===== src/sv/pmfb_pkg.sv =====
`default_nettype none

package pmfb_pkg;

    localparam int FIELD_SPAN = 1024;
    localparam int WORD_BITS  = 32;
    localparam int PN_W       = 10;
    localparam int VA_W       = 22;
    localparam int OFS_W      = 12;
    localparam int ENT_W      = 13;
    localparam int ENT_FR_LSB = 3;

    localparam logic [2:0] ACT_IDENT = 3'd0;
    localparam logic [2:0] ACT_ALLOC = 3'd1;
    localparam logic [2:0] ACT_MAPAT = 3'd2;
    localparam logic [2:0] ACT_UNMAP = 3'd3;
    localparam logic [2:0] ACT_XLATE = 3'd4;
    localparam logic [2:0] ACT_PRES  = 3'd5;

    localparam int ENT_PRESENT = 0;

    typedef struct packed {
        logic [2:0]      action;
        logic [PN_W-1:0] page_number;
        logic [PN_W-1:0] frame_number;
        logic            user_access;
        logic [VA_W-1:0] vaddr;
    } t_in;

    typedef struct packed {
        logic            status;
        logic [PN_W-1:0] frame_out;
        logic [VA_W-1:0] phys_addr;
        logic            present;
    } t_out;

    typedef struct packed {
        logic accept;
        logic clr;
        logic rd;
        logic map_wr;
        logic scan;
        logic alloc_wr;
        logic fail;
        logic unmap_rd;
        logic unmap_wr;
        logic out_ld;
    } t_cmd;

    typedef struct packed {
        logic [2:0] action;
        logic       page_ok;
        logic       hit;
        logic       scan_end;
        logic       clr_done;
    } t_sts;

endpackage

`default_nettype wire


===== src/sv/pmfb_ctrl.sv =====
`default_nettype none

module pmfb_ctrl import pmfb_pkg::*; (
    input  logic i_clk,
    input  logic i_rst_n,
    input  logic i_in_valid,
    output logic o_in_stall,
    output logic o_out_valid,
    input  logic i_out_stall,
    input  t_sts i_sts,
    output t_cmd o_cmd
);

    localparam logic [3:0] S_CLEAR    = 4'd0;
    localparam logic [3:0] S_IDLE     = 4'd1;
    localparam logic [3:0] S_READ     = 4'd2;
    localparam logic [3:0] S_MAP_WR   = 4'd3;
    localparam logic [3:0] S_SCAN     = 4'd4;
    localparam logic [3:0] S_ALLOC_WR = 4'd5;
    localparam logic [3:0] S_UNMAP_RD = 4'd6;
    localparam logic [3:0] S_UNMAP_WR = 4'd7;
    localparam logic [3:0] S_FINISH   = 4'd8;

    logic [3:0] r_state;
    logic [3:0] n_state;
    logic       r_out_valid;
    logic       n_out_valid;

    always_comb begin
        n_state = r_state;
        o_cmd   = '0;
        case (r_state)
            S_CLEAR: begin
                o_cmd.clr = 1'b1;
                if (i_sts.clr_done) begin
                    n_state = S_IDLE;
                end
            end
            S_IDLE: begin
                if (i_in_valid) begin
                    o_cmd.accept = 1'b1;
                    n_state      = S_READ;
                end
            end
            S_READ: begin
                o_cmd.rd = 1'b1;
                if (i_sts.action inside {ACT_IDENT, ACT_MAPAT}) begin
                    n_state = S_MAP_WR;
                end else if (i_sts.action == ACT_ALLOC) begin
                    n_state = i_sts.page_ok ? S_SCAN : S_FINISH;
                end else if (i_sts.action == ACT_UNMAP) begin
                    n_state = S_UNMAP_RD;
                end else begin
                    n_state = S_FINISH;
                end
            end
            S_MAP_WR: begin
                o_cmd.map_wr = 1'b1;
                n_state      = S_FINISH;
            end
            S_SCAN: begin
                o_cmd.scan = 1'b1;
                if (i_sts.hit) begin
                    n_state = S_ALLOC_WR;
                end else if (i_sts.scan_end) begin
                    o_cmd.fail = 1'b1;
                    n_state    = S_FINISH;
                end
            end
            S_ALLOC_WR: begin
                o_cmd.alloc_wr = 1'b1;
                n_state        = S_FINISH;
            end
            S_UNMAP_RD: begin
                o_cmd.unmap_rd = 1'b1;
                n_state        = S_UNMAP_WR;
            end
            S_UNMAP_WR: begin
                o_cmd.unmap_wr = 1'b1;
                n_state        = S_FINISH;
            end
            S_FINISH: begin
                if (!r_out_valid || !i_out_stall) begin
                    o_cmd.out_ld = 1'b1;
                    n_state      = S_IDLE;
                end
            end
            default: begin
                n_state = S_IDLE;
            end
        endcase
    end

    always_comb begin
        if (o_cmd.out_ld) begin
            n_out_valid = 1'b1;
        end else if (!i_out_stall) begin
            n_out_valid = 1'b0;
        end else begin
            n_out_valid = r_out_valid;
        end
    end

    always_ff @(posedge i_clk) begin
        if (!i_rst_n) begin
            r_state     <= S_CLEAR;
            r_out_valid <= 1'b0;
        end else begin
            r_state     <= n_state;
            r_out_valid <= n_out_valid;
        end
    end

    assign o_in_stall  = r_state != S_IDLE;
    assign o_out_valid = r_out_valid;

    a_no_overwrite: assert property (@(posedge i_clk) disable iff (!i_rst_n)
        (r_out_valid && i_out_stall) |-> !o_cmd.out_ld)
        else $error("result beat overwritten while stalled");

    a_hit_allocates: assert property (@(posedge i_clk) disable iff (!i_rst_n)
        (r_state == S_SCAN && i_sts.hit) |=> (r_state == S_ALLOC_WR))
        else $error("scan hit did not lead to allocation");

    a_valid_from_load: assert property (@(posedge i_clk) disable iff (!i_rst_n)
        $rose(r_out_valid) |-> $past(o_cmd.out_ld))
        else $error("output valid without a result load");

    a_clear_blocks_input: assert property (@(posedge i_clk) disable iff (!i_rst_n)
        (r_state == S_CLEAR) |-> (o_in_stall && !o_cmd.accept))
        else $error("input taken during clearing pass");

endmodule

`default_nettype wire

===== config.mk =====
export PLATFORM = sky130hd
export DESIGN_NAME = pmfb_ctrl
export DESIGN_NICKNAME = d
export VERILOG_FILES = /design/src/sv/pmfb_pkg.sv /design/src/sv/pmfb_ctrl.sv
export SDC_FILE = /design/constraint.sdc
export NUM_CORES = 1
export LEC_CHECK = 0
export BUFFER_PORTS_ARGS = -buffer_cell sky130_fd_sc_hd__buf_4
export CAP_MARGIN = 20
export CORE_MARGIN = 8
export CORE_UTILIZATION = 30
export DETAILED_ROUTE_END_ITERATION = 7
export HOLD_SLACK_MARGIN = 0.15
export PLACE_DENSITY = 0.62
export SYNTH_ARGS = -nofsm -noshare
export SYNTH_HDL_FRONTEND = slang
export SYNTH_SLANG_ARGS = --single-unit

===== constraint.sdc =====
create_clock -name i_clk -period 1.7 [get_ports i_clk]
set_clock_uncertainty 0.15 [all_clocks]
set_input_delay 0.255 -clock i_clk [delete_from_list [all_inputs] [get_ports i_clk]]
set_output_delay 0.255 -clock i_clk [all_outputs]
set_load 0.05 [all_outputs]

Word-level counts from Yosys, hierarchy flattened
Cells that the tools add are included.
W data, S select, Z words.
{"block": "totals", "regBits": 5, "latch_bits": 0, "mem_bits_rw": 0, "rom_bits": 0, "inputBits": 11, "out_inout_bits": 12, "mem_count": 0}
{"block": "op_classes", "addsub": 0, "mul": 0, "div": 0, "order_cmp": 0, "eq_ne": 17, "shifts": 0, "muxes": 26, "bitwise": 0, "n_reduce_logical": 8}
{"cell": "$mux W4", "count": 9}
{"cell": "$pmux W4 S7", "count": 1}
{"cell": "$eq A4 B3 Y1 const B", "count": 4}
{"cell": "$mux W1", "count": 16}
{"cell": "$eq A4 B2 Y1 const B", "count": 2}
{"cell": "$eq A3 B2 Y1 const B", "count": 2}
{"cell": "$ne A2 B2 Y1 const B", "count": 3}
{"cell": "$eq A4 B1 Y1 const B", "count": 1}
{"cell": "$eq A4 B4 Y1 const B", "count": 1}
{"cell": "$logic_not A4 Y1", "count": 1}
{"cell": "$ne A4 B1 Y1 const B", "count": 1}
{"cell": "$reduce_and A4 Y1", "count": 1}
{"cell": "$eq A3 B1 Y1 const B", "count": 1}
{"cell": "$logic_not A3 Y1", "count": 1}
{"cell": "$ne A3 B3 Y1 const B", "count": 1}
{"cell": "$reduce_or A3 Y1", "count": 1}
{"cell": "$logic_not A1 Y1", "count": 2}
{"cell": "$ne A2 B1 Y1 const B", "count": 1}
{"cell": "$reduce_bool A2 Y1", "count": 1}
{"cell": "$logic_or A1 B1 Y1", "count": 1}

Depth between registers and ports, before layout
{"block": "logic_depth", "word_depth": 5, "depth_mapped": 5, "ltp_nobuf": 4}

Worst setup path after synthesis
Ideal clock, no wire load.
{"block": "synth_timing", "path_kind": "reg2out", "from": "register r_state[0]", "to": "output port o_cmd[8] in the netlist's numbering", "arrival_time_ps": 2059, "slack_ps": -764, "stages_incl_launch_ff": 3, "path_buffers": 1, "cell_sequence": "dfxtp_1 > buf_2 > nor4_1"}
{"item": "start, declared", "line": "pmfb_ctrl.sv:24", "text": "logic [3:0] r_state;"}
{"item": "start signal, assigned", "line": "pmfb_ctrl.sv:109", "text": "r_state <= n_state;"}
{"item": "end, declared", "line": "pmfb_ctrl.sv:11", "text": "output t_cmd o_cmd"}

==> reports/metrics.yaml <==
global_routing:
  grtUsageMet2_pct: 15.4
  met3_usage_pct: 2.74
  grt_pass1_vias: 555
  grt_max_degree: 9
  grt_overflow: 0
  met1_usage_pct: 9.75
  busiest_layer: "met2"
  antenna_found_initial: 0
  grt_pass1_wl_um: 2390
  globalRouteTotalUtil_pct: 8.71
layout:
  fillerInstances: 132
  n_antenna_cell: 0
  multi_input_area_um2: 403
  drive_gt1_share_pct: 63.6
  regArea_um2: 110
  final_nets: 111
  syn_to_final_growth_pct: 104
  final_cells: 115
  fin_util_pct: 64.4
clock_network:
  h-tree-depth: 1
  numCtsBuffers: 3
  clk_latency_ps: 240
  clock-sinks: 5
  cts-root-buf: "clkbuf_4"
  cts_tree: "done"
  cts_buffer_depth: 2
  clk_pin_slew_worst_paths_ps: 50
synthesis:
  synth_largest_area_cell: "dfxtp_1"
  ys_types: 27
  seq_area_frac_synth_pct: 21.6
  synthesis.area_um2: 464
  synth_edf_count: 0
  syn_area_per_cell_um2: 7.61
  async_flop_share_pct: 0
  ys_warn_count: 0
  synthTopCellsByArea: "dfxtp_1 (22%), nand2_1 (5.7%), nor2_1 (5.7%)"
  ys_ff_latch: 5
  synth_top_area_share_pct: 21.6
  synth_fp_nets: 72
  netlist_instances: 61
  synth-main-ff-cell: "dfxtp_1"
  netlist_top_cells_count: "nand2_1 (7), nor2_1 (7), dfxtp_1 (5)"
drt:
  drc: 0
  wire_per_inst_um: 13.5
  postRouteAntennaNets: 0
  vias: 585
  firstDrtPassIters: 4
  viasPerCell: 5.09
  wirelength_um: 1550
  drt_iter0_drc: 11
timing:
  fmax_mhz: 549
  max_slew.worst_pin.slew_ps: 429
  slew_viol_final: 0
  finalHoldViolations: 0
  fin_crit_sh_pct: 107
  setup_slack_ps: -122
  relSlewSlack_pct: 70.6
  rsz0062_at_grt: "true"
  finalSetupViolations: 5
  post-route-min-period_ps: 1820
critical_path:
  path_class: "flip-flop to output port"
  endpoint_kind: "output port"
  rrSetupSlack_ps: 0
  r2r-start: "r_state[1]"
  crit_arrival_ps: 1420
  worstSetupStartpoint: "r_state[3]"
  start_kind: "flip-flop"
  worstPathRequired_ps: 1290
  crit_fanout: 5
floorplan:
  num_rows: 14
  die-area_um2: 3060
  core_area_um2: 1470
  die_x_um: 55.3
  die-height_um: 55.3
  io_pins: 23
  start_util_pct: 31.5
outcome:
  violations: "setup timing"
  status: "finished with violations"
pwr:
  leakagePower_nw: 0.400
  p_per_area_nw_per_um2: 455
  ir_drop_mv: 0.369
place:
  place_inst: 101
  io_buffers: 22
  dp_hpwl_um: 1150
  place_congestion: 0.807
min_path:
  hold_start: "i_sts[1]"
  hold_class: "input port to flip-flop"
job:
  cap_viol_max_count: 0
logic make-up (layout without fill, tap and decap cells):
| logic type | Yosys count | count (layout) | synth area share [%] |
|---|---|---|---|
| simple gates | 32 | 32 | 43.1 |
| flops | 5 | 5 | 21.6 |
| compound gates | 16 | 16 | 25.6 |
| buf+inv | 8 | 46 | 9.70 |
sequential cells by signal, summed over array words and instances (netlist names):
| name | cells |
|---|---|
| o_out_valid | 1 |
| r_state | 4 |
layer usage:
layer	part of all wire, %	wire length [um]
met1	40	615
met2	51	786
met3	7.9	123
met4	1.8	28
met5	0	0
layout by cell type, fill, tap and decap left out, types with 3 or more instances in the layout:
cell type  count
buf_6         10
a21oi_1        3
nor2_1         5
clkbuf_4       3
buf_8          4
inv_1          3
nand2_1        6
buf_4         23
path summary, 6_finish.rpt:
path,cells past startpoint,endpoint
min,4,r_state[2]
max reg2reg,7,r_state[3]
max,3,o_cmd[9]
min reg2reg,2,o_out_valid
worst max-delay path, cell delays in order, from the launching register on:
cell,delay (ps)
dfxtp_4,360
or4b_4,560
nor2_4,110
buf_8,150
area by class of cell:
class	instances	share of cell area, %
clock inverters	1	0.528
multi-input cells	48	42.5
repair buffers	39	39.6
clock buffers	3	2.38
flip-flops and latches	5	11.6
well taps	16	2.11
inverters	3	1.19
power by group:
group | switching (mW) | internal, mW | leakage [nW]
registers | 0.00860 | 0.120 | 0.0430
clock network | 0.0480 | 0.0850 | 0.0177
logic | 0.0860 | 0.0828 | 0.340
metrics by stage:
| stage | worst slack [ps] | area [um2] | setup TNS, ps | power (mW) | hold WS (ps) |
|---|---|---|---|---|---|
| global placement | 87.0 | 731 | 0 | 0.270 | 359 |
| CTS | -130 | 856 | -390 | 0.414 | 186 |
| floorplan | -235 | 514 | -812 | 0.216 | 222 |
| finish | -122 | 947 | -323 | 0.431 | 197 |
| global route | -164 | 947 | -664 | 0.458 | 193 |
| detailed placement | 76.4 | 731 | 0 | 0.272 | 365 |
repair_timing:
item / CTS / global route
endpoints found under the setup margin: 9 / 10
hold buffers: 1 / 0
gates resized for setup: 15 / 15
endpoints found under the hold margin: 3 / 0
pin swaps: 4 / 4
setup buffers: 5 / 4
(Power assumes the default switching activity.)
